$ cat config.mk
export PLATFORM = sky130hd
export DESIGN_NAME = signed_blob_container_parser
export DESIGN_NICKNAME = d
export VERILOG_FILES = /design/src/rtl/sbcp_pkg.sv /design/src/rtl/sbcp_csr.sv /design/src/rtl/sbcp_parse.sv /design/src/rtl/signed_blob_container_parser.sv
export SDC_FILE = /design/constraint.sdc
export NUM_CORES = 1
export LEC_CHECK = 0
export BUFFER_PORTS_ARGS = -buffer_cell sky130_fd_sc_hd__buf_4
export CAP_MARGIN = 20
export CORE_ASPECT_RATIO = 1.2
export CORE_UTILIZATION = 55
export CTS_BUF_LIST = sky130_fd_sc_hd__clkbuf_4
export DETAILED_ROUTE_END_ITERATION = 7
export PLACE_DENSITY = 0.73
export SYNTH_ARGS = -nofsm -noshare
export SYNTH_HDL_FRONTEND = slang
export SYNTH_SLANG_ARGS = --single-unit
$ cat constraint.sdc
create_clock -name clock -period 5.8 [get_ports clock]
set_input_delay 0.58 -clock clock [delete_from_list [all_inputs] [get_ports clock]]
set_output_delay 0.58 -clock clock [all_outputs]
set_load 0.01 [all_outputs]
$ cat src/rtl/sbcp_pkg.sv
// Shared types, constants and register codes for the signed blob container parser.
`default_nettype none

package sbcp_pkg;

   localparam int COUNT_BITS_DEFAULT = 17;
   localparam int MIN_SIZE = 7;
   localparam int CSR_ADDR_BITS = 4;
   localparam int CSR_DATA_BITS = 32;

   localparam logic [15:0] EXPECTED_VERSION_RESET = 16'd1;
   localparam logic [7:0] ALGORITHM_CODE_A_RESET = 8'd1;
   localparam logic [7:0] ALGORITHM_CODE_B_RESET = 8'd0;

   localparam logic [1:0] REG_EXPECTED_VERSION = 2'd0;
   localparam logic [1:0] REG_ALGORITHM_CODE_A = 2'd1;
   localparam logic [1:0] REG_ALGORITHM_CODE_B = 2'd2;

   localparam logic [2:0] ST_OK = 3'd0;
   localparam logic [2:0] ST_SHORT = 3'd1;
   localparam logic [2:0] ST_VERSION = 3'd2;
   localparam logic [2:0] ST_FORMAT = 3'd3;
   localparam logic [2:0] ST_OVERRUN = 3'd4;

   localparam logic [2:0] ROLE_VERSION = 3'd0;
   localparam logic [2:0] ROLE_CHAIN_LENGTH = 3'd1;
   localparam logic [2:0] ROLE_CERT_PREFIX = 3'd2;
   localparam logic [2:0] ROLE_CERT_CONTENT = 3'd3;
   localparam logic [2:0] ROLE_ALGORITHM = 3'd4;
   localparam logic [2:0] ROLE_SIG_LENGTH = 3'd5;
   localparam logic [2:0] ROLE_SIG_BYTE = 3'd6;
   localparam logic [2:0] ROLE_TRAILING = 3'd7;

   typedef enum logic [3:0] {
      PH_VER_HI,
      PH_VER_LO,
      PH_CHN_HI,
      PH_CHN_LO,
      PH_PFX_HI,
      PH_PFX_LO,
      PH_CONTENT,
      PH_ALG,
      PH_SIG_HI,
      PH_SIG_LO,
      PH_SIG,
      PH_TRAIL
   } phase_type;

   typedef struct packed {
      logic [7:0] data_byte;
      logic       last_byte;
   } req_type;

   typedef struct packed {
      logic [7:0]  out_byte;
      logic [2:0]  byte_role;
      logic        done_res;
      logic [2:0]  status;
      logic [15:0] cert_chain_bytes;
      logic [15:0] sig_length;
      logic [7:0]  algorithm;
   } rsp_type;

   typedef struct packed {
      logic [15:0] expected_version;
      logic [7:0]  algorithm_code_a;
      logic [7:0]  algorithm_code_b;
   } cfg_type;

endpackage

`default_nettype wire

$ cat src/rtl/sbcp_csr.sv
// Configuration register file behind the APB-style port.
`default_nettype none

module sbcp_csr (
   input  wire logic                                 clock,
   input  wire logic                                 reset,
   input  wire logic                                 psel,
   input  wire logic                                 penable,
   input  wire logic                                 pwrite,
   input  wire logic [sbcp_pkg::CSR_ADDR_BITS-1:0]   paddr,
   input  wire logic [sbcp_pkg::CSR_DATA_BITS-1:0]   pwdata,
   output logic      [sbcp_pkg::CSR_DATA_BITS-1:0]   prdata,
   output logic                                      pready,
   output sbcp_pkg::cfg_type                         cfg
);

   sbcp_pkg::cfg_type cfg_ff;
   logic              write_en;
   logic [1:0]        reg_index;

   assign write_en  = psel && penable && pwrite;
   assign reg_index = paddr[3:2];
   assign pready    = 1'b1;
   assign cfg       = cfg_ff;

   always_ff @(posedge clock) begin
      if (reset) begin
         cfg_ff.expected_version <= sbcp_pkg::EXPECTED_VERSION_RESET;
         cfg_ff.algorithm_code_a <= sbcp_pkg::ALGORITHM_CODE_A_RESET;
         cfg_ff.algorithm_code_b <= sbcp_pkg::ALGORITHM_CODE_B_RESET;
      end else if (write_en) begin
         case (reg_index)
            sbcp_pkg::REG_EXPECTED_VERSION: cfg_ff.expected_version <= pwdata[15:0];
            sbcp_pkg::REG_ALGORITHM_CODE_A: cfg_ff.algorithm_code_a <= pwdata[7:0];
            sbcp_pkg::REG_ALGORITHM_CODE_B: cfg_ff.algorithm_code_b <= pwdata[7:0];
            default: ;
         endcase
      end
   end

   always_comb begin
      case (reg_index)
         sbcp_pkg::REG_EXPECTED_VERSION: prdata = {16'd0, cfg_ff.expected_version};
         sbcp_pkg::REG_ALGORITHM_CODE_A: prdata = {24'd0, cfg_ff.algorithm_code_a};
         sbcp_pkg::REG_ALGORITHM_CODE_B: prdata = {24'd0, cfg_ff.algorithm_code_b};
         default:                        prdata = '0;
      endcase
   end

endmodule

`default_nettype wire

$ cat src/rtl/sbcp_parse.sv
// Parse state and the single-pass step logic that tags and checks one byte.
`default_nettype none

module sbcp_parse #(
   parameter int COUNT_BITS = sbcp_pkg::COUNT_BITS_DEFAULT
) (
   input  wire logic              clock,
   input  wire logic              reset,
   input  wire logic              advance,
   input  wire sbcp_pkg::req_type item,
   input  wire sbcp_pkg::cfg_type cfg,
   output sbcp_pkg::rsp_type      result
);

   sbcp_pkg::phase_type   phase_ff, phase_in;
   logic [COUNT_BITS-1:0] byte_count_ff, byte_count_in;
   logic [7:0]            field_high_ff, field_high_in;
   logic [15:0]           chain_left_ff, chain_left_in;
   logic [15:0]           cert_left_ff, cert_left_in;
   logic [15:0]           sig_left_ff, sig_left_in;
   logic [2:0]            header_fault_ff, header_fault_in;
   logic [2:0]            chain_fault_ff, chain_fault_in;
   logic [15:0]           cert_total_ff, cert_total_in;
   logic [15:0]           sig_length_ff, sig_length_in;
   logic [7:0]            algorithm_ff, algorithm_in;

   logic [15:0]           field_v;
   logic [15:0]           chain_dec;
   logic [2:0]            prefix_fault;
   logic [2:0]            role;

   assign field_v   = {field_high_ff, item.data_byte};
   assign chain_dec = chain_left_ff - 16'd1;

   always_comb begin
      if (chain_fault_ff != sbcp_pkg::ST_OK) begin
         prefix_fault = chain_fault_ff;
      end else if (field_v == 16'd0) begin
         prefix_fault = sbcp_pkg::ST_FORMAT;
      end else if (field_v > chain_dec) begin
         prefix_fault = sbcp_pkg::ST_OVERRUN;
      end else begin
         prefix_fault = sbcp_pkg::ST_OK;
      end
   end

   always_comb begin
      phase_in        = phase_ff;
      field_high_in   = field_high_ff;
      chain_left_in   = chain_left_ff;
      cert_left_in    = cert_left_ff;
      sig_left_in     = sig_left_ff;
      header_fault_in = header_fault_ff;
      chain_fault_in  = chain_fault_ff;
      cert_total_in   = cert_total_ff;
      sig_length_in   = sig_length_ff;
      algorithm_in    = algorithm_ff;
      byte_count_in   = (byte_count_ff != '1) ? byte_count_ff + COUNT_BITS'(1) : byte_count_ff;

      case (phase_ff)
         sbcp_pkg::PH_VER_HI: begin
            field_high_in = item.data_byte;
            phase_in      = sbcp_pkg::PH_VER_LO;
         end
         sbcp_pkg::PH_VER_LO: begin
            if (field_v != cfg.expected_version && header_fault_ff == sbcp_pkg::ST_OK) begin
               header_fault_in = sbcp_pkg::ST_VERSION;
            end
            phase_in = sbcp_pkg::PH_CHN_HI;
         end
         sbcp_pkg::PH_CHN_HI: begin
            field_high_in = item.data_byte;
            phase_in      = sbcp_pkg::PH_CHN_LO;
         end
         sbcp_pkg::PH_CHN_LO: begin
            chain_left_in = field_v;
            if (field_v == 16'd0) begin
               if (chain_fault_ff == sbcp_pkg::ST_OK) begin
                  chain_fault_in = sbcp_pkg::ST_FORMAT;
               end
               phase_in = sbcp_pkg::PH_ALG;
            end else begin
               phase_in = sbcp_pkg::PH_PFX_HI;
            end
         end
         sbcp_pkg::PH_PFX_HI: begin
            field_high_in = item.data_byte;
            chain_left_in = chain_dec;
            if (chain_dec == 16'd0) begin
               if (chain_fault_ff == sbcp_pkg::ST_OK) begin
                  chain_fault_in = sbcp_pkg::ST_OVERRUN;
               end
               phase_in = sbcp_pkg::PH_ALG;
            end else begin
               phase_in = sbcp_pkg::PH_PFX_LO;
            end
         end
         sbcp_pkg::PH_PFX_LO: begin
            chain_left_in  = chain_dec;
            chain_fault_in = prefix_fault;
            if (prefix_fault != sbcp_pkg::ST_OK) begin
               cert_left_in = chain_dec;
               phase_in     = (chain_dec == 16'd0) ? sbcp_pkg::PH_ALG : sbcp_pkg::PH_CONTENT;
            end else begin
               cert_left_in = field_v;
               phase_in     = sbcp_pkg::PH_CONTENT;
            end
         end
         sbcp_pkg::PH_CONTENT: begin
            if (chain_left_ff != 16'd0) begin
               chain_left_in = chain_dec;
            end
            if (cert_left_ff != 16'd0) begin
               cert_left_in = cert_left_ff - 16'd1;
            end
            if (chain_fault_ff == sbcp_pkg::ST_OK && cert_total_ff != 16'hFFFF) begin
               cert_total_in = cert_total_ff + 16'd1;
            end
            if (cert_left_in == 16'd0) begin
               phase_in = (chain_left_in == 16'd0) ? sbcp_pkg::PH_ALG : sbcp_pkg::PH_PFX_HI;
            end
         end
         sbcp_pkg::PH_ALG: begin
            algorithm_in = item.data_byte;
            if (item.data_byte != cfg.algorithm_code_a && item.data_byte != cfg.algorithm_code_b
                && header_fault_ff == sbcp_pkg::ST_OK) begin
               header_fault_in = sbcp_pkg::ST_FORMAT;
            end
            phase_in = sbcp_pkg::PH_SIG_HI;
         end
         sbcp_pkg::PH_SIG_HI: begin
            field_high_in = item.data_byte;
            phase_in      = sbcp_pkg::PH_SIG_LO;
         end
         sbcp_pkg::PH_SIG_LO: begin
            sig_length_in = field_v;
            sig_left_in   = field_v;
            if (field_v == 16'd0) begin
               if (chain_fault_ff == sbcp_pkg::ST_OK) begin
                  chain_fault_in = sbcp_pkg::ST_FORMAT;
               end
               phase_in = sbcp_pkg::PH_TRAIL;
            end else begin
               phase_in = sbcp_pkg::PH_SIG;
            end
         end
         sbcp_pkg::PH_SIG: begin
            if (sig_left_ff != 16'd0) begin
               sig_left_in = sig_left_ff - 16'd1;
            end
            if (sig_left_in == 16'd0) begin
               phase_in = sbcp_pkg::PH_TRAIL;
            end
         end
         default: begin
            phase_in = sbcp_pkg::PH_TRAIL;
         end
      endcase

      if (item.last_byte) begin
         if (byte_count_in < COUNT_BITS'(sbcp_pkg::MIN_SIZE)) begin
            header_fault_in = sbcp_pkg::ST_SHORT;
         end else if (phase_in != sbcp_pkg::PH_TRAIL
                      && header_fault_in == sbcp_pkg::ST_OK) begin
            header_fault_in = sbcp_pkg::ST_FORMAT;
         end
      end
   end

   always_comb begin
      case (phase_ff)
         sbcp_pkg::PH_VER_HI:  role = sbcp_pkg::ROLE_VERSION;
         sbcp_pkg::PH_VER_LO:  role = sbcp_pkg::ROLE_VERSION;
         sbcp_pkg::PH_CHN_HI:  role = sbcp_pkg::ROLE_CHAIN_LENGTH;
         sbcp_pkg::PH_CHN_LO:  role = sbcp_pkg::ROLE_CHAIN_LENGTH;
         sbcp_pkg::PH_PFX_HI:  role = sbcp_pkg::ROLE_CERT_PREFIX;
         sbcp_pkg::PH_PFX_LO:  role = sbcp_pkg::ROLE_CERT_PREFIX;
         sbcp_pkg::PH_CONTENT: role = sbcp_pkg::ROLE_CERT_CONTENT;
         sbcp_pkg::PH_ALG:     role = sbcp_pkg::ROLE_ALGORITHM;
         sbcp_pkg::PH_SIG_HI:  role = sbcp_pkg::ROLE_SIG_LENGTH;
         sbcp_pkg::PH_SIG_LO:  role = sbcp_pkg::ROLE_SIG_LENGTH;
         sbcp_pkg::PH_SIG:     role = sbcp_pkg::ROLE_SIG_BYTE;
         default:              role = sbcp_pkg::ROLE_TRAILING;
      endcase

      result.out_byte         = item.data_byte;
      result.byte_role        = role;
      result.done_res         = item.last_byte;
      result.status           = (header_fault_in != sbcp_pkg::ST_OK) ? header_fault_in
                                                                     : chain_fault_in;
      result.cert_chain_bytes = cert_total_in;
      result.sig_length       = sig_length_in;
      result.algorithm        = algorithm_in;
   end

   always_ff @(posedge clock) begin
      if (reset || (advance && item.last_byte)) begin
         phase_ff        <= sbcp_pkg::PH_VER_HI;
         byte_count_ff   <= '0;
         field_high_ff   <= '0;
         chain_left_ff   <= '0;
         cert_left_ff    <= '0;
         sig_left_ff     <= '0;
         header_fault_ff <= sbcp_pkg::ST_OK;
         chain_fault_ff  <= sbcp_pkg::ST_OK;
         cert_total_ff   <= '0;
         sig_length_ff   <= '0;
         algorithm_ff    <= '0;
      end else if (advance) begin
         phase_ff        <= phase_in;
         byte_count_ff   <= byte_count_in;
         field_high_ff   <= field_high_in;
         chain_left_ff   <= chain_left_in;
         cert_left_ff    <= cert_left_in;
         sig_left_ff     <= sig_left_in;
         header_fault_ff <= header_fault_in;
         chain_fault_ff  <= chain_fault_in;
         cert_total_ff   <= cert_total_in;
         sig_length_ff   <= sig_length_in;
         algorithm_ff    <= algorithm_in;
      end
   end

   a_restart_after_last: assert property (@(posedge clock) disable iff (reset)
      advance && item.last_byte |=> phase_ff == sbcp_pkg::PH_VER_HI && byte_count_ff == '0)
      else $error("parse state not restarted after the last byte");

   a_version_at_head: assert property (@(posedge clock) disable iff (reset)
      advance && result.byte_role == sbcp_pkg::ROLE_VERSION |-> byte_count_ff < COUNT_BITS'(2))
      else $error("version role outside the first two bytes");

   a_no_count_after_fault: assert property (@(posedge clock) disable iff (reset)
      advance && !item.last_byte && chain_fault_ff != sbcp_pkg::ST_OK
      |=> $stable(cert_total_ff))
      else $error("certificate bytes counted after a chain fault");

endmodule

`default_nettype wire

$ cat src/rtl/signed_blob_container_parser.sv
// Top level of the signed blob container parser: request and result registers around the step logic.
//
//   channel    direction  handshake                          payload
//   request    in         req_valid / req_stall              req_payload (sbcp_pkg::req_type)
//   result     out        rsp_valid / rsp_stall              rsp_payload (sbcp_pkg::rsp_type)
//   registers  in/out     psel, penable, pwrite, pready      paddr, pwdata, prdata
//
// One request is accepted per clock cycle while req_stall is low; each request goes from the
// request register through the step logic into the result register, held there under rsp_stall.
// Reset is synchronous and returns the parse state and the registers to their reset values.
// A held result stalls the request register, and req_stall rises only when both registers are
// full and the result is stalled.
`default_nettype none

module signed_blob_container_parser #(
   parameter int COUNT_BITS = sbcp_pkg::COUNT_BITS_DEFAULT
) (
   input  wire logic                                 clock,
   input  wire logic                                 reset,
   input  wire logic                                 req_valid,
   output logic                                      req_stall,
   input  wire sbcp_pkg::req_type                    req_payload,
   output logic                                      rsp_valid,
   input  wire logic                                 rsp_stall,
   output sbcp_pkg::rsp_type                         rsp_payload,
   input  wire logic                                 psel,
   input  wire logic                                 penable,
   input  wire logic                                 pwrite,
   input  wire logic [sbcp_pkg::CSR_ADDR_BITS-1:0]   paddr,
   input  wire logic [sbcp_pkg::CSR_DATA_BITS-1:0]   pwdata,
   output logic      [sbcp_pkg::CSR_DATA_BITS-1:0]   prdata,
   output logic                                      pready
);

   sbcp_pkg::cfg_type cfg;
   sbcp_pkg::req_type in_item_ff;
   sbcp_pkg::rsp_type out_item_ff;
   sbcp_pkg::rsp_type step_result;
   logic              in_valid_ff, in_valid_in;
   logic              out_valid_ff, out_valid_in;
   logic              advance;
   logic              req_take;

   assign advance      = in_valid_ff && (!out_valid_ff || !rsp_stall);
   assign req_stall    = in_valid_ff && !advance;
   assign req_take     = req_valid && !req_stall;
   assign in_valid_in  = req_take || (in_valid_ff && !advance);
   assign out_valid_in = advance || (out_valid_ff && rsp_stall);
   assign rsp_valid    = out_valid_ff;
   assign rsp_payload  = out_item_ff;

   sbcp_csr u_csr (
      .clock   (clock),
      .reset   (reset),
      .psel    (psel),
      .penable (penable),
      .pwrite  (pwrite),
      .paddr   (paddr),
      .pwdata  (pwdata),
      .prdata  (prdata),
      .pready  (pready),
      .cfg     (cfg)
   );

   sbcp_parse #(
      .COUNT_BITS (COUNT_BITS)
   ) u_parse (
      .clock   (clock),
      .reset   (reset),
      .advance (advance),
      .item    (in_item_ff),
      .cfg     (cfg),
      .result  (step_result)
   );

   always_ff @(posedge clock) begin
      if (reset) begin
         in_valid_ff  <= 1'b0;
         out_valid_ff <= 1'b0;
      end else begin
         in_valid_ff  <= in_valid_in;
         out_valid_ff <= out_valid_in;
      end
   end

   always_ff @(posedge clock) begin
      if (req_take) begin
         in_item_ff <= req_payload;
      end
      if (advance) begin
         out_item_ff <= step_result;
      end
   end

   a_status_range: assert property (@(posedge clock) disable iff (reset)
      rsp_valid |-> rsp_payload.status <= sbcp_pkg::ST_OVERRUN)
      else $error("result status outside the defined codes");

   a_request_moves: assert property (@(posedge clock) disable iff (reset)
      in_valid_ff && !out_valid_ff |=> out_valid_ff)
      else $error("held request did not move to the result register");

   a_stall_only_when_full: assert property (@(posedge clock) disable iff (reset)
      req_stall |-> in_valid_ff && out_valid_ff && rsp_stall)
      else $error("request stalled while a register was free");

endmodule

`default_nettype wire
### Yosys cells after proc, flatten, opt, wreduce, memory -nomap -nowiden

Memory sizes are Yosys's and may differ from the RTL's. A register that Yosys moved wholly into a read port is not among the register bits.
Cells that the tools add are included.

* output and inout bits: 90
* bits in registers: 218
* logic and storage cells: 139
* memories kept: 1
* ROM bits: 48

* order comparisons: 2
* eq/ne operators: 18
* reduce and logical (&&, ||, !) cells: 49
* $add $sub $neg: 5
* mux-type cells: 40

Memories
* (name not given): depth 16, bits a word 3, read ports 1, clocked after memory_dff 1, wr ports 0, line sbcp_parse.sv:171 `case (phase_ff)`

Operators by type and width (count)
* two-way mux 16 bit: 10
* one-hot mux 16 bit (3 select lines): 2
* zero test 16 bit: 5
* one-hot mux 16 bit (2 select lines): 2
* nonzero test 16 bit: 3
* subtractor 16 x 1 -> 16 bit (second input constant): 3
* one-hot mux 4 bit (11 select lines): 1
* two-way mux 3 bit: 13
* adder 17 x 1 -> 17 bit (second input constant): 1
* < comparator 17 x 3 -> 1 bit (second input constant): 1
* two-way mux 17 bit: 1
* != test 17 bit (second input constant): 1
* adder 16 x 1 -> 16 bit (second input constant): 1
* equality test 4 x 3 -> 1 bit (second input constant): 4
* > comparator 16 bit: 1
* != test 16 bit: 1
* != test 16 bit (second input constant): 1
* != test 8 bit: 2
* AND reduction 2 bit: 7
* equality test 4 bit (second input constant): 3
* logical AND 1 bit: 12
* two-way mux 4 bit: 3
* nonzero test 3 bit: 4
* zero test 3 bit: 3
* 17 further kinds: 29

### Longest topological paths before layout

Gate-level depths: netlist of the first run.

* depth in word-level cells: 15
* depth in mapped cells: 20

### By module

Synthesis of the first run repeated with hierarchy kept, for this count alone.

* cells, all modules: 1476
* area total of the unflattened synthesis: 12829.8 um2

Modules (own cells, without submodules)
* sbcp_parse: instances 1, area each 9069.9 um2, sequential area each 2522.4 um2, cells each 1217
* signed_blob_container_parser: instances 1, area each 2008.2 um2, sequential area each 1961.9 um2, cells each 74
* sbcp_csr: instances 1, area each 1751.7 um2, sequential area each 640.6 um2, cells each 185

### Least setup slack after synthesis of the first run

Ideal clock, no wire load.

* path type: register -> register
* from: reg u_parse.chain_left_ff[0]
* to: reg, netlist name rsp_payload[42]
* arrival time: 3780 ps
* library setup time: 257 ps
* buffers on the path: 2
* clock period less this slack: 4036 ps
* data required time: 5543 ps
* cell stages (with the launch flop): 19
* slack: 1764 ps
* cells stage by stage: dfxtp_1 -> buf_2 -> inv_1 -> ha_1 -> or4b_4 -> buf_6 -> nor4b_1 -> xor2_1 -> inv_1 -> ha_1 -> nand3_1 -> nor2_1 -> and2_1 -> and3_1 -> a221oi_4 -> a21oi_2 -> a211oi_2 -> o21ai_2 -> a32o_1

RTL lines
* start, declared: line sbcp_parse.sv:18 `logic [15:0] chain_left_ff, chain_left_in;`
* start signal, assigned: line sbcp_parse.sv:213 `chain_left_ff <= chain_left_in;`

==> results.sh, run 1 <==
export IMPL_status="finished clean"
export IMPL_worst_slew_pin_slew_ns=1.10
export IMPL_drive_gt1_frac=0.170
export IMPL_synthXorXnorAreaFrac=0.0766
export IMPL_pre_cts_slack_ns=1.34
export IMPL_cts_tree="done"
export IMPL_dpl_hpwl_um=21200
export IMPL_leakage_nw=5.45
export IMPL_synth_top_flop_cell="dfxtp_1"
export IMPL_maxCapViolations=0
export IMPL_finalNetCount=1568
export IMPL_start_util=0.559
export IMPL_clkSinkCount=221
export IMPL_cp_cell_sequence="inv_1, ha_1, or4b_4, nor4b_1, xor2_1, inv_1, ha_1, nand3_1, nor2_1, and2_1, and3_1, a221oi_4, a21oi_2, a211oi_2, o21ai_2, a32o_1"
export IMPL_grt_use_met2=0.469
export IMPL_layout_setup_ws_ns=1.26
export IMPL_io_pins=142
export IMPL_routabilityCongestion=0.929
export IMPL_die_w_um=138
export IMPL_track_usage=0.282
export IMPL_numCtsBuffers=56
export IMPL_synth_seq_area_share=0.417
export IMPL_placed_area_um2=12900
export IMPL_synth_fa_ha_area_frac=0.0223
export IMPL_crit_slowest_cell="or4b_4"
export IMPL_synth_cells=1408
export IMPL_layout_min_cycle_time_ns=4.54
export IMPL_cts_resized_gates=0
export IMPL_fin_skew_ns=0.0361
export IMPL_finalCritPeriodShare=0.783
export IMPL_core_um2=21700
export IMPL_grt_busiest_layer="met2"
export IMPL_drt_initial_drc_count=832
export IMPL_yosys_warnings=0
export IMPL_p_total_mw=3.32
export IMPL_final_cells=1819
export IMPL_fmax_mhz=220
export IMPL_multi_input_area_um2=6500
export IMPL_vias=10771
export IMPL_hold_viol=0
export IMPL_use_met1=0.364
export IMPL_clk_latency_ns=0.69
export IMPL_cp_max_fo=10
export IMPL_worstPathRequired_ns=6.25
export IMPL_via_per_inst=5.92
export IMPL_syn_to_final_growth_pct=12.9
export IMPL_io_buffers=106
export IMPL_synth_mux_area_frac=0.0516
export IMPL_synth_top_family_by_area="simple AND/OR/NAND/NOR gates"
export IMPL_setup_worst_path_class="reg -> reg"
export IMPL_cts_max_level=2
export IMPL_ys_seq_elements=221
export IMPL_final_max_slew_viol_count=0
export IMPL_grt_setup_unrepaired="false"
export IMPL_die_area_um2=22700
export IMPL_timing_slew_headroom=0.269
export IMPL_grt_pass1_wl_um=50400
export IMPL_async_reset_ff_frac=0
export IMPL_powerDensity_nw_per_um2=242
export IMPL_finalSetupViolCount=0
export IMPL_cts_clk_slew_worst_paths_ns=0.07
export IMPL_drt_total_wl_um=31700
export IMPL_overflow=0
export IMPL_cts_root_buf="clkbuf_4"
export IMPL_synth_cell_types=80
export IMPL_fill_cells=1936
export IMPL_dp_cells=1711
export IMPL_use_met3=0.0519
export IMPL_detail_route_antenna_nets=0
export IMPL_chipHeight_um=165
export IMPL_worst_ep_arrival_time_ns=4.99
export IMPL_route_detailed_wl_per_inst_um=17.4
export IMPL_cts_max_path_buffers=3
export IMPL_finalSetupTns_ns=0
export IMPL_synth_simple_area_share=0.222
export IMPL_grt_pass1_vias=9881
export IMPL_slowest_delay_ns=0.59
export IMPL_netlist_area_um2=12100
export IMPL_cp_start_kind="register"
export IMPL_drc=0
export IMPL_r2r_slack_ns=1.26
export IMPL_grt_max_degree=100
export IMPL_first_pass_iters=6
export IMPL_synth_compound_area_share=0.157
export IMPL_cp_end_kind="register"
export IMPL_grt_antenna_before_repair=1
export IMPL_regArea_um2=5060
export IMPL_worstHoldPathType="in -> reg"
export IMPL_rows=59
export IMPL_syn_area_per_cell_um2=8.62
export IMPL_cts_hold_fix_buffers=0
export IMPL_max_vdd_ir_drop_v=0.000186
export IMPL_synth_edff_count=64
export IMPL_postCtsSetupBuffers=0
export IMPL_fin_area_um2=13700
[logic make-up after synthesis]
group	count (synthesis)
XOR/XNOR	103
flip-flops	221
buffers and inverters	139
AND/OR/NAND/NOR	563
multiplexers	60
adder cells (fa/ha/maj)	22
AO/OA/AOI/OAI	298
other	2
[registers in the layout (all words and copies together), names as in the netlist, 3 cells and up]
register and count:
u_parse.header_fault_ff 3, u_parse.byte_count_ff 17, u_csr.cfg 32, u_parse.field_high_ff 8, u_parse.cert_total_ff 16, rsp_payload 55, u_parse.algorithm_ff 8, u_parse.chain_fault_ff 3
u_parse.sig_left_ff 16, u_parse.chain_left_ff 16, u_parse.sig_length_ff 16, u_parse.cert_left_ff 16, u_parse.phase_ff 4, in_item_ff 9
[path summary, 6_finish.rpt]
kind / from / to / cells past startpoint
setup / recovery: u_parse.chain_left_ff[0] / rsp_payload[42] / 16
hold / removal: req_payload[0] / in_item_ff[0] / 1
setup reg to reg: u_parse.chain_left_ff[0] / rsp_payload[42] / 16
hold reg to reg: u_csr.cfg[24] / u_csr.cfg[24] / 2
[Yosys cell counts, types with 18 or more instances]
| master | number | area share |
|---|---|---|
| edfxtp_1 | 64 | 0.16 |
| nor2_1 | 183 | 0.057 |
| mux2i_1 | 39 | 0.032 |
| xnor2_1 | 30 | 0.022 |
| ha_1 | 20 | 0.021 |
| mux2_2 | 20 | 0.019 |
| nand3_1 | 28 | 0.012 |
| o22ai_1 | 18 | 0.0093 |
| nor3_1 | 60 | 0.025 |
| inv_1 | 30 | 0.0093 |
| nand2_1 | 148 | 0.046 |
| clkbuf_1 | 71 | 0.022 |
| xor2_1 | 71 | 0.051 |
| dfxtp_1 | 157 | 0.26 |
| nor4_1 | 33 | 0.017 |
| o21ai_0 | 80 | 0.033 |
| buf_4 | 18 | 0.011 |
| a21oi_1 | 87 | 0.036 |
[routing by layer]
metal | share of wire | up-vias
li1 | - | 5204
met1 | 0.43 | 5119
met2 | 0.48 | 381
met3 | 0.062 | 67
met4 | 0.024 | 0
met5 | 0 | -
[critical path, delay by kind of cell, from the launching register on]
kind / cells / cell delay (ns)
and+or+nand+nor: 6 / 1.43
xor gates and xnor gates: 1 / 0.40
DFF: 1 / 0.40
AOI/OAI and AO/OA: 5 / 1.19
buffers and inverters: 2 / 0.27
adders and majority gates: 2 / 0.61
[power by group]
part | total [mW] | switching [mW] | internal, mW
Sequential | 1.67 | 0.0402 | 1.63
Combinational | 0.286 | 0.175 | 0.112
Clock | 1.36 | 0.638 | 0.717
[cells in the final DEF, fill, tap and decap left out, types with 15 or more instances in the layout]
cell type,Yosys,layout
nor2_1,183,183
dfxtp_1,157,157
nand2_1,148,148
buf_4,18,124
a21oi_1,87,87
clkbuf_4,0,85
o21ai_0,80,80
xor2_1,71,71
edfxtp_1,64,64
nor3_1,60,59
mux2i_1,39,39
nor4_1,33,33
xnor2_1,30,30
inv_1,30,29
nand3_1,28,28
mux2_2,20,20
ha_1,20,20
o22ai_1,18,18
or3_1,17,17
o211ai_1,17,17
conb_1,2,17
and2_1,16,16
clkinv_1,0,16
and3_1,15,15
[layout make-up]
class,instances,share of cell area
multi-input combinational,1063,0.474
clock buffer,85,0.0465
inverter,30,0.00840
sequential,221,0.369
timing repair buffer,124,0.0679
antenna,1,0.000183
clock inverter,21,0.00831
tap,274,0.0250
[through the flow]
step | hold WS, ns | util
2_1_floorplan | 0.424 | -
3_3_place_gp | 0.468 | 0.597
3_5_place_dp | 0.473 | 0.597
4_1_cts | 0.0489 | 0.631
5_1_grt | 0.0522 | 0.632
6_report | 0.0844 | 0.632
No activity file was read; power rests on OpenSTA's default activity.
==> run 2: changes to the inputs <==
- PLACE_DENSITY: 0.73 -> 0.76
- clock period: 5.8 -> 3.64 ns (I/O delays scaled with it)
==> run 2 against run 1 <==
Effect of this change: the flow now finishes with violations (negative setup slack); setup slack got worse by 1.3 ns; power is 61% higher; global-route usage rose by 1.7 points; clock skew grew 0.050 ns; hold slack gained 0.010 ns; via count grew 4.4%; sequential cell count is the same; highest routed layer unchanged.
==> results.sh, run 2 (synthesis results as in run 1) <==
export IMPL_die_area_um2=22700
export IMPL_via_per_inst=5.85
export IMPL_p_total_mw=5.32
export IMPL_io_pins=142
export IMPL_critPathBufInv=0
export IMPL_drt_initial_drc_count=866
export IMPL_cts_tree="done"
export IMPL_worst_ep_arrival_time_ns=4.14
export IMPL_grt_setup_unrepaired="true"
export IMPL_numCtsBuffers=56
export IMPL_slowest_delay_ns=0.58
export IMPL_fin_area_um2=14800
export IMPL_drive_gt1_frac=0.222
export IMPL_dpl_hpwl_um=22500
export IMPL_layout_commonest_cell="buf_4"
export IMPL_io_buffers=106
export IMPL_cts_max_level=2
export IMPL_finalSetupViolCount=1
export IMPL_grt_pass1_vias=10695
export IMPL_drt_total_wl_um=33900
export IMPL_cts_max_path_buffers=3
export IMPL_setup_worst_path_class="reg -> reg"
export IMPL_timing_slew_headroom=0.355
export IMPL_cpLargestDelayFamily="simple AND/OR/NAND/NOR gates"
export IMPL_clk_latency_ns=0.71
export IMPL_final_max_slew_viol_count=0
export IMPL_final_cell_mix="buf_4 (197), nor2_1 (179), dfxtp_1 (154), nand2_1 (148), a21oi_1 (85)"
export IMPL_layout_setup_ws_ns=-0.0475
export IMPL_first_pass_iters=5
export IMPL_vias=11246
export IMPL_clkSinkCount=221
export IMPL_overflow=0
export IMPL_route_detailed_wl_per_inst_um=17.6
export IMPL_r2r_slack_ns=-0.05
export IMPL_cp_max_fo=5
export IMPL_regMostFlops="rsp_payload"
export IMPL_largest_reg_flops=55
export IMPL_die_w_um=138
export IMPL_finalNetCount=1673
export IMPL_cp_start_kind="register"
export IMPL_crit_slowest_cell="or4_4"
export IMPL_cts_clk_slew_worst_paths_ns=0.07
export IMPL_finalCritPeriodShare=1.01
export IMPL_grt_max_degree=59
export IMPL_grt_pass1_wl_um=53100
export IMPL_fmax_mhz=271
export IMPL_worst_slew_pin_slew_ns=0.943
export IMPL_max_vdd_ir_drop_v=0.000302
export IMPL_worstHoldPathType="in -> reg"
export IMPL_hold_viol=0
export IMPL_layout_min_cycle_time_ns=3.69
export IMPL_core_um2=21700
export IMPL_track_usage=0.299
export IMPL_status="finished, violations left"
export IMPL_maxCapViolations=0
export IMPL_start_util=0.559
export IMPL_cp_cell_sequence="or4_4, or2_4, o31a_1, nor2_2, ha_1, nand2_1, nor2_2, and2_4, and3_4, a221oi_4, a21boi_1, a221o_1, a32o_1"
export IMPL_cp_end_kind="register"
export IMPL_powerDensity_nw_per_um2=361
export IMPL_drc=0
export IMPL_cts_root_buf="clkbuf_4"
export IMPL_fin_skew_ns=0.0861
export IMPL_routabilityCongestion=0.933
export IMPL_rows=59
export IMPL_violations="negative setup slack"
export IMPL_detail_route_antenna_nets=0
export IMPL_syn_to_final_growth_pct=21.6
export IMPL_leakage_nw=6.01
export IMPL_path_common_cell="nor2_2"
export IMPL_placed_area_um2=13500
export IMPL_grt_antenna_before_repair=1
export IMPL_chipHeight_um=165
export IMPL_worstPathRequired_ns=4.09
==> run 2: cell types whose count changed in the layout (fill, tap and decap cells not counted), sizes merged <==
| cell | delta |
|---|---|
| buf | +78 |
| clkbuf | -7 |
| clkinv | +4 |
| dlygate4sd3 | +27 |
| inv | +1 |
==> run 2: final timing paths <==
path / from / to / cells past startpoint
worst max-delay path: u_parse.chain_left_ff[0] / rsp_payload[42] / 13
worst min-delay path: reset / u_csr.cfg[3] / 2
worst max register to register: u_parse.chain_left_ff[0] / rsp_payload[42] / 13
worst min register to register: u_csr.cfg[31] / u_csr.cfg[31] / 2
==> run 2: cell type report <==
| cell class | count | area (µm²) |
|---|---|---|
| well taps | 274 | 343 |
| fillers | 1772 | 6940 |
| repair buffers | 229 | 1810 |
| flip-flops and latches | 221 | 5070 |
| clock inverters | 26 | 136 |
| clock buffers | 78 | 586 |
| inverters | 30 | 118 |
| diodes | 1 | 2.50 |
| multi-input cells | 1063 | 6690 |
==> run 2: report_power, final <==
group | internal (mW) | switching, mW | total, mW | leakage, nW
clock | 1.07 | 1.03 | 2.11 | 0.429
sequential | 2.60 | 0.0511 | 2.65 | 1.88
combinational | 0.242 | 0.320 | 0.561 | 3.70
total | 3.92 | 1.41 | 5.32 | 6.01
==> run 2: metrics by stage <==
stage	hold WS [ns]	cells	setup WS, ns	TNS (ns)	util
detailed placement	0.475	1779	-0.138	-0.243	0.622
finish	0.0946	1922	-0.0475	-0.0475	0.680
global route	0.0820	1922	-0.0639	-0.245	0.680
CTS	0.0434	1911	0.00477	0	0.671
floorplan	0.424	1423	-0.0842	-0.0842	-
global placement	0.471	1779	-0.0633	-0.0633	0.622
==> run 2: layer usage <==
layer | share of wire | track usage | wire (µm) | up-vias
li1 | - | - | - | 5394
met1 | 0.41 | 0.366 | 13900 | 5339
met2 | 0.49 | 0.500 | 16500 | 420
met3 | 0.068 | 0.0589 | 2310 | 93
met5 | 0 | 0 | 0 | -
met4 | 0.036 | 0.142 | 1230 | 0
==> run 2: what timing repair did <==
action | CTS | global route
gates cloned | 0 | 1
gates resized for setup | 10 | 28
endpoints found under the setup margin | 11 | 15
hold buffers | 27 | 0
setup buffers | 1 | 10
pin swaps | 3 | 27
hold endpoints to repair | 43 | 0
==> run 2: worst register-to-register path, delay by kind of cell (launching register included) <==
family | cells | cell delay, ns
AO/OA/AOI/OAI | 5 | 1.43
adder cells (fa/ha/maj) | 1 | 0.26
flip-flops | 1 | 0.34
AND/OR/NAND/NOR | 7 | 1.43
==> run 3: changes to the inputs <==
- CORE_UTILIZATION: 55 -> 35
- PLACE_DENSITY: 0.76 -> 0.51
==> run 3 against run 2 <==
Effect of this change: the run still ends with negative setup slack left; sequential cell count is the same; clock skew shrank 0.039 ns; fmax grew 0.46%; global-route usage shrank 9.4 points; non-clock buffer count grew 6; register-to-register slack gained 0.02 ns; clock-buffer cell count grew 17; die area grew 56%; sequential share of layout area shrank 0.67 points; cell count grew 10%; critical endpoint unchanged.
==> results.sh, run 3 (synthesis results as in run 1) <==
export IMPL_route_detailed_wl_per_inst_um=17.0
export IMPL_largest_reg_flops=55
export IMPL_detail_route_antenna_nets=0
export IMPL_track_usage=0.205
export IMPL_cp_start_kind="register"
export IMPL_worst_ep_arrival_time_ns=4.12
export IMPL_grt_max_degree=63
export IMPL_rows=74
export IMPL_grt_pass1_wl_um=56700
export IMPL_io_pins=142
export IMPL_grt_busiest_layer="met2"
export IMPL_vias=10989
export IMPL_grt_use_met2=0.350
export IMPL_die_w_um=172
export IMPL_cp_end_kind="register"
export IMPL_cts_tree="done"
export IMPL_via_per_inst=5.18
export IMPL_finalCritPeriodShare=1.01
export IMPL_final_max_slew_viol_count=0
export IMPL_drive_gt1_frac=0.223
export IMPL_clkSinkCount=221
export IMPL_regMostFlops="rsp_payload"
export IMPL_core_um2=34100
export IMPL_grt_setup_unrepaired="true"
export IMPL_die_area_um2=35400
export IMPL_finalNetCount=1684
export IMPL_fmax_mhz=272
export IMPL_fin_skew_ns=0.0466
export IMPL_cts_max_path_buffers=3
export IMPL_max_vdd_ir_drop_v=0.000255
export IMPL_dpl_hpwl_um=24700
export IMPL_overflow=0
export IMPL_cts_root_buf="clkbuf_4"
export IMPL_maxCapViolations=0
export IMPL_routabilityCongestion=0.893
export IMPL_worst_slew_pin_slew_ns=0.911
export IMPL_chipHeight_um=206
export IMPL_layout_setup_ws_ns=-0.0304
export IMPL_powerDensity_nw_per_um2=363
export IMPL_finalSetupViolCount=1
export IMPL_cts_clk_slew_worst_paths_ns=0.07
export IMPL_io_buffers=106
export IMPL_grt_pass1_vias=10620
export IMPL_drt_total_wl_um=36000
export IMPL_violations="negative setup slack"
export IMPL_clk_latency_ns=0.73
export IMPL_syn_to_final_growth_pct=24.0
export IMPL_drt_initial_drc_count=608
export IMPL_cp_max_fo=4
export IMPL_use_met1=0.255
export IMPL_p_total_mw=5.46
export IMPL_final_cell_mix="buf_4 (202), nor2_1 (180), dfxtp_1 (155), nand2_1 (148), clkbuf_4 (95)"
export IMPL_first_pass_iters=5
export IMPL_numCtsBuffers=61
export IMPL_leakage_nw=6.07
export IMPL_cts_max_level=2
export IMPL_layout_commonest_cell="buf_4"
export IMPL_pre_cts_slack_ns=-0.165
export IMPL_worstPathRequired_ns=4.09
export IMPL_timing_slew_headroom=0.391
export IMPL_worstHoldPathType="in -> reg"
export IMPL_drc=0
export IMPL_whs_ns=0.235
export IMPL_start_util=0.356
export IMPL_use_met3=0.0394
export IMPL_setup_worst_path_class="reg -> reg"
export IMPL_min_path_cells=5
export IMPL_hold_viol=0
export IMPL_status="finished, violations left"
export IMPL_r2r_cells=13
export IMPL_layout_min_cycle_time_ns=3.67
export IMPL_grt_antenna_before_repair=2
-- run 3: cell count changes in the layout (fill, tap and decap cells not counted), sizes merged --
| cell | delta |
|---|---|
| diode | +1 |
| dlygate4sd3 | +2 |
| clkbuf | +17 |
| clkinv | -6 |
| buf | +4 |
| bufinv | -1 |
-- run 3: path summary, 6_finish.rpt --
path	startpoint	endpoint	slack, ns
max reg2reg	u_parse.chain_left_ff[1]	rsp_payload[42]	-0.03
max	u_parse.chain_left_ff[1]	rsp_payload[42]	-0.03
min	paddr[3]	u_csr.cfg[29]	0.23
min reg2reg	u_csr.cfg[17]	u_csr.cfg[17]	0.49
-- run 3: critical path, cell delays in order, from the launching register on --
cell,delay (ns)
dfxtp_2,0.34
inv_2,0.07
ha_4,0.13
or4b_4,0.51
buf_4,0.17
nor2_2,0.09
xnor2_1,0.19
ha_1,0.30
a21o_1,0.16
a211o_1,0.35
a221oi_4,0.29
a21boi_1,0.14
a221o_1,0.37
a32o_1,0.27
-- run 3: final cells by class --
| class | instances | area [µm²] |
|---|---|---|
| Timing Repair Buffer | 235 | 1870 |
| Clock inverter | 19 | 77.6 |
| Sequential cell | 221 | 5070 |
| Inverter | 30 | 118 |
| Multi-Input combinational cell | 1063 | 6630 |
| Tap cell | 456 | 571 |
| Clock buffer | 95 | 713 |
| Antenna cell | 2 | 5.00 |
| Fill cell | 3491 | 19000 |
-- run 3: power by group --
group	total (mW)	leakage [nW]	switching [mW]	internal [mW]
sequential	2.66	1.88	0.0536	2.60
clock	2.26	0.474	1.07	1.18
combinational	0.550	3.72	0.314	0.236
-- run 3: what timing repair did --
item	4_1_cts	5_1_grt
hold buffers	29	0
setup buffers	3	2
hold endpoints to repair	43	0
endpoints found under the setup margin	4	11
resized for setup	14	10
pin swaps	6	7
-- run 3: layer usage --
metal	share of wire	wire length, µm
met4	0.027	960
met3	0.055	2000
met1	0.44	15800
met5	0	0
met2	0.48	17300
-- run 3: stage by stage --
stage	setup TNS (ns)	std cells	cell area, µm²	utilization
finish	-0.0304	2121	15100	0.442
global route	-0.734	2121	15100	0.442
CTS	-0.00194	2117	15000	0.440
detailed placement	-0.279	1971	13800	0.406
global placement	-0.267	1971	13800	0.406
floorplan	-0.0842	1423	12200	-
